File: config.mk
export PLATFORM = sky130hd
export DESIGN_NAME = ihuc_back
export DESIGN_NICKNAME = d
export VERILOG_FILES = /design/src/hdl/ihuc_pkg.sv /design/src/hdl/ihuc_back.sv
export SDC_FILE = /design/constraint.sdc
export NUM_CORES = 1
export LEC_CHECK = 0
export ABC_CLOCK_PERIOD_IN_PS = 3100
export BUFFER_PORTS_ARGS = -buffer_cell sky130_fd_sc_hd__buf_2
export CAP_MARGIN = 20
export CORE_MARGIN = 2
export CORE_UTILIZATION = 48
export CTS_CLUSTER_SIZE = 24
export DETAILED_ROUTE_END_ITERATION = 8
export HOLD_SLACK_MARGIN = 0.12
export PLACE_DENSITY = 0.7
export SLEW_MARGIN = 20
export SYNTH_ARGS = -nofsm -noshare
export SYNTH_HDL_FRONTEND = slang
export SYNTH_SLANG_ARGS = --single-unit
export TNS_END_PERCENT = 5
File: constraint.sdc
create_clock -name clk -period 3.1 [get_ports clk]
set_input_delay 0 -clock clk [delete_from_list [all_inputs] [get_ports clk]]
set_output_delay 0 -clock clk [all_outputs]
set_load 0.02 [all_outputs]
File: src/hdl/ihuc_pkg.sv
// Shared types, constants and functions of the image header UID checker.
`default_nettype none
package ihuc_pkg;

  localparam int HEADER_WORDS = 31;
  localparam int POS_W        = $clog2(HEADER_WORDS);
  localparam int QUEUE_DEPTH  = 2;
  localparam int QPTR_W       = $clog2(QUEUE_DEPTH);
  localparam int QCNT_W       = $clog2(QUEUE_DEPTH + 1);
  localparam int MARK_W       = 10;

  localparam logic [POS_W-1:0] POS_UID_LAST   = POS_W'(2);
  localparam logic [POS_W-1:0] POS_UID_SUM    = POS_W'(3);
  localparam logic [POS_W-1:0] POS_SIGNATURE  = POS_W'(4);
  localparam logic [POS_W-1:0] POS_DATA_SUM   = POS_W'(7);
  localparam logic [POS_W-1:0] POS_FLAGS      = POS_W'(11);
  localparam logic [POS_W-1:0] POS_DLL_COUNT  = POS_W'(21);
  localparam logic [POS_W-1:0] POS_EXPORT_CNT = POS_W'(23);
  localparam logic [POS_W-1:0] POS_DATA_RELOC = POS_W'(29);
  localparam logic [POS_W-1:0] POS_LAST       = POS_W'(HEADER_WORDS - 1);

  localparam logic [31:0] SIGNATURE_WORD = 32'h434F_5045;
  localparam logic [15:0] CRC_POLY       = 16'h1021;

  typedef enum logic [3:0] {
    STATUS_OK          = 4'd0,
    STATUS_FIXED_ADDR  = 4'd1,
    STATUS_HDR_FORMAT  = 4'd2,
    STATUS_ENTRY_TYPE  = 4'd3,
    STATUS_IMP_FORMAT  = 4'd4,
    STATUS_ABI         = 4'd5,
    STATUS_DATA_RELOC  = 4'd6,
    STATUS_SIGNATURE   = 4'd7,
    STATUS_UID_SUM     = 4'd8,
    STATUS_DLL_ZERO    = 4'd9,
    STATUS_EXPORT_CNT  = 4'd10
  } status_t;

  // mark bit index for a status code
  localparam int MARK_FIXED  = 0;
  localparam int MARK_HDRFMT = 1;
  localparam int MARK_ENTRY  = 2;
  localparam int MARK_IMPFMT = 3;
  localparam int MARK_ABI    = 4;
  localparam int MARK_DRELOC = 5;
  localparam int MARK_SIG    = 6;
  localparam int MARK_UIDSUM = 7;
  localparam int MARK_DLL    = 8;
  localparam int MARK_EXPORT = 9;

  typedef enum logic [3:0] {
    KIND_NONE,
    KIND_UID,
    KIND_UID_SUM,
    KIND_SIGNATURE,
    KIND_DATA_SUM,
    KIND_FLAGS,
    KIND_DLL_COUNT,
    KIND_EXPORT_CNT,
    KIND_DATA_RELOC
  } kind_t;

  typedef struct packed {
    logic [31:0] word;
    kind_t       kind;
    logic        start;
    logic        last;
  } request_t;

  // 16 data bits MSB first through CRC-16-CCITT; linear, so it flattens to an xor tree
  function automatic logic [15:0] crc16_update(input logic [15:0] crc,
                                               input logic [15:0] data);
    logic [15:0] r;
    r = crc ^ data;
    for (int i = 0; i < 16; i++) begin
      r = r[15] ? ({r[14:0], 1'b0} ^ CRC_POLY) : {r[14:0], 1'b0};
    end
    return r;
  endfunction

  function automatic status_t first_failure(input logic [MARK_W-1:0] marks);
    status_t s;
    s = STATUS_OK;
    for (int k = MARK_W - 1; k >= 0; k--) begin
      if (marks[k]) begin
        s = status_t'(4'(k + 1));
      end
    end
    return s;
  endfunction

endpackage
`default_nettype wire

File: src/hdl/ihuc_back.sv
// Back end: UID CRCs, header checks and the registered result.
`default_nettype none
module ihuc_back (
  input  wire logic               clk,
  input  wire logic               rst,
  input  wire logic               q_not_empty,
  input  wire ihuc_pkg::request_t req,
  output logic                    pop,
  output logic                    out_valid,
  input  wire logic               out_stall,
  output logic [3:0]              status,
  output logic [31:0]             computed_uid_checksum
);

  logic [15:0]                even_crc;
  logic [15:0]                odd_crc;
  logic                       data_checksum_nonzero;
  logic [ihuc_pkg::MARK_W-1:0] failure_marks;

  logic [15:0]                even_base, odd_base, even_crc_next, odd_crc_next;
  logic                       dsum_base, data_checksum_nonzero_next;
  logic [ihuc_pkg::MARK_W-1:0] marks_base, failure_marks_next;
  logic [31:0]                w;

  assign pop = q_not_empty && (!out_valid || !out_stall);
  assign w   = req.word;

  always_comb begin
    even_base  = req.start ? '0 : even_crc;
    odd_base   = req.start ? '0 : odd_crc;
    dsum_base  = req.start ? 1'b0 : data_checksum_nonzero;
    marks_base = req.start ? '0 : failure_marks;
    even_crc_next              = even_base;
    odd_crc_next               = odd_base;
    data_checksum_nonzero_next = dsum_base;
    failure_marks_next         = marks_base;
    case (req.kind)
      ihuc_pkg::KIND_UID: begin
        even_crc_next = ihuc_pkg::crc16_update(even_base, {w[7:0], w[23:16]});
        odd_crc_next  = ihuc_pkg::crc16_update(odd_base, {w[15:8], w[31:24]});
      end
      ihuc_pkg::KIND_UID_SUM: begin
        if (w != {odd_base, even_base}) begin
          failure_marks_next[ihuc_pkg::MARK_UIDSUM] = 1'b1;
        end
      end
      ihuc_pkg::KIND_SIGNATURE: begin
        if (w != ihuc_pkg::SIGNATURE_WORD) begin
          failure_marks_next[ihuc_pkg::MARK_SIG] = 1'b1;
        end
      end
      ihuc_pkg::KIND_DATA_SUM: begin
        data_checksum_nonzero_next = (w != '0);
      end
      ihuc_pkg::KIND_FLAGS: begin
        if (w[2]) begin
          failure_marks_next[ihuc_pkg::MARK_FIXED] = 1'b1;
        end
        if ((w[27:24] != '0) && dsum_base) begin
          failure_marks_next[ihuc_pkg::MARK_HDRFMT] = 1'b1;
        end
        if (w[7:5] != '0) begin
          failure_marks_next[ihuc_pkg::MARK_ENTRY] = 1'b1;
        end
        if (w[31:28] != '0) begin
          failure_marks_next[ihuc_pkg::MARK_IMPFMT] = 1'b1;
        end
        if (w[4:3] != '0) begin
          failure_marks_next[ihuc_pkg::MARK_ABI] = 1'b1;
        end
      end
      ihuc_pkg::KIND_DLL_COUNT: begin
        if (w == '0) begin
          failure_marks_next[ihuc_pkg::MARK_DLL] = 1'b1;
        end
      end
      ihuc_pkg::KIND_EXPORT_CNT: begin
        if (w != 32'd1) begin
          failure_marks_next[ihuc_pkg::MARK_EXPORT] = 1'b1;
        end
      end
      ihuc_pkg::KIND_DATA_RELOC: begin
        if (w != '0) begin
          failure_marks_next[ihuc_pkg::MARK_DRELOC] = 1'b1;
        end
      end
      default: begin
      end
    endcase
  end

  always_ff @(posedge clk) begin
    if (rst) begin
      even_crc              <= '0;
      odd_crc               <= '0;
      data_checksum_nonzero <= 1'b0;
      failure_marks         <= '0;
    end else if (pop) begin
      even_crc              <= even_crc_next;
      odd_crc               <= odd_crc_next;
      data_checksum_nonzero <= data_checksum_nonzero_next;
      failure_marks         <= failure_marks_next;
    end
  end

  always_ff @(posedge clk) begin
    if (rst) begin
      out_valid <= 1'b0;
    end else if (pop && req.last) begin
      out_valid <= 1'b1;
    end else if (!out_stall) begin
      out_valid <= 1'b0;
    end
  end

  always_ff @(posedge clk) begin
    if (pop && req.last) begin
      status                <= ihuc_pkg::first_failure(failure_marks_next);
      computed_uid_checksum <= {odd_crc_next, even_crc_next};
    end
  end

  assert property (@(posedge clk) disable iff (rst) (pop && req.last) |=> out_valid)
    else $error("header end without result");
  assert property (@(posedge clk) disable iff (rst)
    (out_valid && !out_stall && !(pop && req.last)) |=> !out_valid)
    else $error("result repeated");
  assert property (@(posedge clk) disable iff (rst) (out_valid && out_stall) |-> !pop)
    else $error("request consumed while result held");

endmodule
`default_nettype wire

==> flow_metrics.env <==
export IMPL_ys_async_sr_fraction_pct=0
export IMPL_pwr_share_clk_pct=36.0
export IMPL_portBuffers=79
export IMPL_routabilityCongestion=0.9398
export IMPL_worst_pin_slew_ns=0.8012
export IMPL_vias_per_cell=5.910
export IMPL_clock_path_buffers=2
export IMPL_grt_max_degree=44
export IMPL_p_total_uw=3410
export IMPL_dr_total_vias=5366
export IMPL_die_w_um=115.4
export IMPL_post_synth_top_count_cell="nor2_1"
export IMPL_grt_pass1_vias=5100
export IMPL_initial_core_util_pct=49.41
export IMPL_synth_edf_count=36
export IMPL_fmax_mhz=349.5
export IMPL_cp_max_fo=9
export IMPL_rows=40
export IMPL_p_switching_uw=1022
export IMPL_antenna_found_initial=0
export IMPL_netlist_area_sq_um=5959
export IMPL_fin_tns_setup_ns=0
export IMPL_io_pin_count=80
export IMPL_fin_skew_ns=0.01053
export IMPL_maxCapViolations=0
export IMPL_synth_distinct_cells=63
export IMPL_seq_area_frac_synth_pct=32.92
export IMPL_yosysWarnings=0
export IMPL_syn_avg_cell_area_sq_um=8.751
export IMPL_hold_violations=0
export IMPL_cts_sinks=80
export IMPL_vdd_ir_drop_max_v=0.0003509
export IMPL_use_met3_pct=5.387
export IMPL_clk_pin_slew_ns=0.06
export IMPL_ant_nets=0
export IMPL_hpwl_um=12570
export IMPL_dr_first_iter_drc_count=412
export IMPL_synth_area_leaders="edfxtp_1, dfxtp_1, xnor2_1"
export IMPL_status="complete, no violations"
export IMPL_power_density_nw_per_um2=500.1
export IMPL_syn_to_final_growth_pct=14.40
export IMPL_met1_usage_pct=35.02
export IMPL_postSynthCellCount=681
export IMPL_root_buffer="clkbuf_16"
export IMPL_routed_wl_um=17310
export IMPL_synth_ff_type="dfxtp_1"
export IMPL_dp_slack_ns=0.3020
export IMPL_drt_pass1_iter_count=5
export IMPL_synth_top_area_share_pct=18.14
export IMPL_die_y_um=115.4
export IMPL_p_leak_uw=0.002636
export IMPL_grt_usage_pct=26.80
export IMPL_drive_above_1_share_pct=16.89
export IMPL_hold_class="in -> reg"
export IMPL_insertion_delay_ns=0.35
export IMPL_arrival_ns=3.11
export IMPL_critical_path_required_ns=3.35
export IMPL_drc=0
export IMPL_p_sw_share_pct=29.97
export IMPL_finalMaxSlewViolations=0
export IMPL_fin_crit_sh_pct=92.31
export IMPL_cts_tree="yes"
export IMPL_busiest_layer="met2"
export IMPL_rsz0062_at_grt="false"
export IMPL_start_kind="register"
export IMPL_ctsHtreeMaxLevel=3
export IMPL_slew_headroom_pct=46.59
export IMPL_setup_viol=0
export IMPL_endpoint_kind="register"
export IMPL_coreArea_sq_um=12060
export IMPL_p_int_uw=2388
export IMPL_met2_usage_pct=42.81
export IMPL_period_needed_ns=2.861
export IMPL_synth_top_area_cell="edfxtp_1"
export IMPL_seqPwrFrac_pct=35.8
export IMPL_diodes=0
export IMPL_comb_power_share_pct=28.2
export IMPL_ys_ff_latch=80
export IMPL_grt_overflow_total=0
export IMPL_die_area_sq_um=13320
export IMPL_grt_pass1_wl_um=26840
export IMPL_numCtsBuffers=9
export IMPL_synth_common_cells="nor2_1, xnor2_1, nand2_1"
export IMPL_setup_ws_ns=0.2385
export IMPL_fin_nets=777
export IMPL_wl_per_cell_um=19.06
export IMPL_synth_nets=723
export IMPL_critical_path_class="reg -> reg"
==> cell type report <==
class	instances	area, sq um
clock inverter	6	108.9
sequential	80	1962
timing repair buffer	100	560.5
clock buffer	10	229.0
inverter	8	30.03
multi-input combinational	536	3717
fill	1089	5244
tap	168	210.2
==> timing repair <==
action / CTS / global route
setup buffers: 0 / 0
hold endpoints to repair: 2 / 0
hold buffers: 3 / 0
gates resized for setup: 0 / 0
==> stage by stage <==
step,hold WS [ns],instance area [sq um],instances,util [%]
after CTS,0.1318,6818,908,56.52
after global routing,0.1851,6818,908,56.52
after detailed placement,0.2836,6450,889,53.48
after floorplan,0.1626,5959,681,-
final,0.1484,6818,908,56.52
after global placement,0.2746,6450,889,53.48
==> flip-flops by register name, indices dropped and copies added, names as in the netlist <==
| signal | cells |
|---|---|
| computed_uid_checksum | 32 |
| out_valid | 1 |
| data_checksum_nonzero | 1 |
| failure_marks | 10 |
| status | 4 |
| odd_crc | 16 |
| even_crc | 16 |
==> power by group through the flow <==
stage                     logic (uW)  registers, uW  clock network (uW)
after floorplan                  697           1250                   0
after global placement           938           1240                   0
after global routing            1030           1230                1290
final                            962           1220                1230
after detailed placement         946           1240                   0
after CTS                        954           1220                1250
==> critical path, cell delays in order, from the launching register on <==
cell	delay [ns]
dfxtp_1	0.56
xnor2_1	0.13
nor2_1	0.26
xnor3_1	0.49
xnor2_1	0.51
mux2i_1	0.39
nor3_1	0.09
a311o_1	0.33
==> worst paths after layout <==
check | slack (ns) | cells after the start | start | endpoint
min reg2reg | 0.46 | 2 | failure_marks[1] | failure_marks[1]
min | 0.15 | 4 | req[6] | failure_marks[9]
max reg2reg | 0.24 | 7 | odd_crc[13] | odd_crc[13]
max | 0.24 | 7 | odd_crc[13] | odd_crc[13]
==> routing by layer <==
layer	part of all wire (%)	up-vias
li1	-	2531
met1	42	2552
met5	0	-
met3	7.1	53
met4	4.1	0
met2	47	230
==> cells by family after synthesis <==
kind of cell,after synthesis,synth area share [%]
flops,80,32.92
xor+xnor,124,23.09
buf+inv,65,4.703
mux,7,1.197
compound gates,142,16.27
simple gates,263,21.81
==> layout by cell type, fill, tap and decap left out, types with 3 or more instances in the layout <==
master | synthesis | layout
a32oi_1 | 5 | 5
nor4_1 | 6 | 6
a31oi_1 | 20 | 20
dfxtp_1 | 44 | 44
xnor2_2 | 4 | 4
and3_1 | 3 | 3
nand2b_1 | 19 | 19
a311o_1 | 3 | 3
clkbuf_16 | 0 | 9
nand3_1 | 13 | 13
nor2b_1 | 10 | 10
nand4_1 | 8 | 8
o41ai_1 | 3 | 3
edfxtp_1 | 36 | 36
a21oi_1 | 19 | 19
bufinv_16 | 0 | 3
nor4bb_1 | 14 | 14
mux2i_1 | 6 | 6
or4_1 | 5 | 5
inv_1 | 7 | 7
xnor2_1 | 87 | 87
nand2_1 | 68 | 68
o21ai_0 | 42 | 42
nor3_1 | 10 | 10
dlygate4sd3_1 | 0 | 3
o311ai_0 | 3 | 3
o211a_1 | 14 | 14
nor2_1 | 93 | 93
xnor3_1 | 13 | 13
xor2_1 | 15 | 15
and2_1 | 4 | 4
buf_4 | 3 | 18
buf_2 | 14 | 79
a211oi_1 | 7 | 7
o32ai_1 | 10 | 10
(Power assumes the default switching activity.)
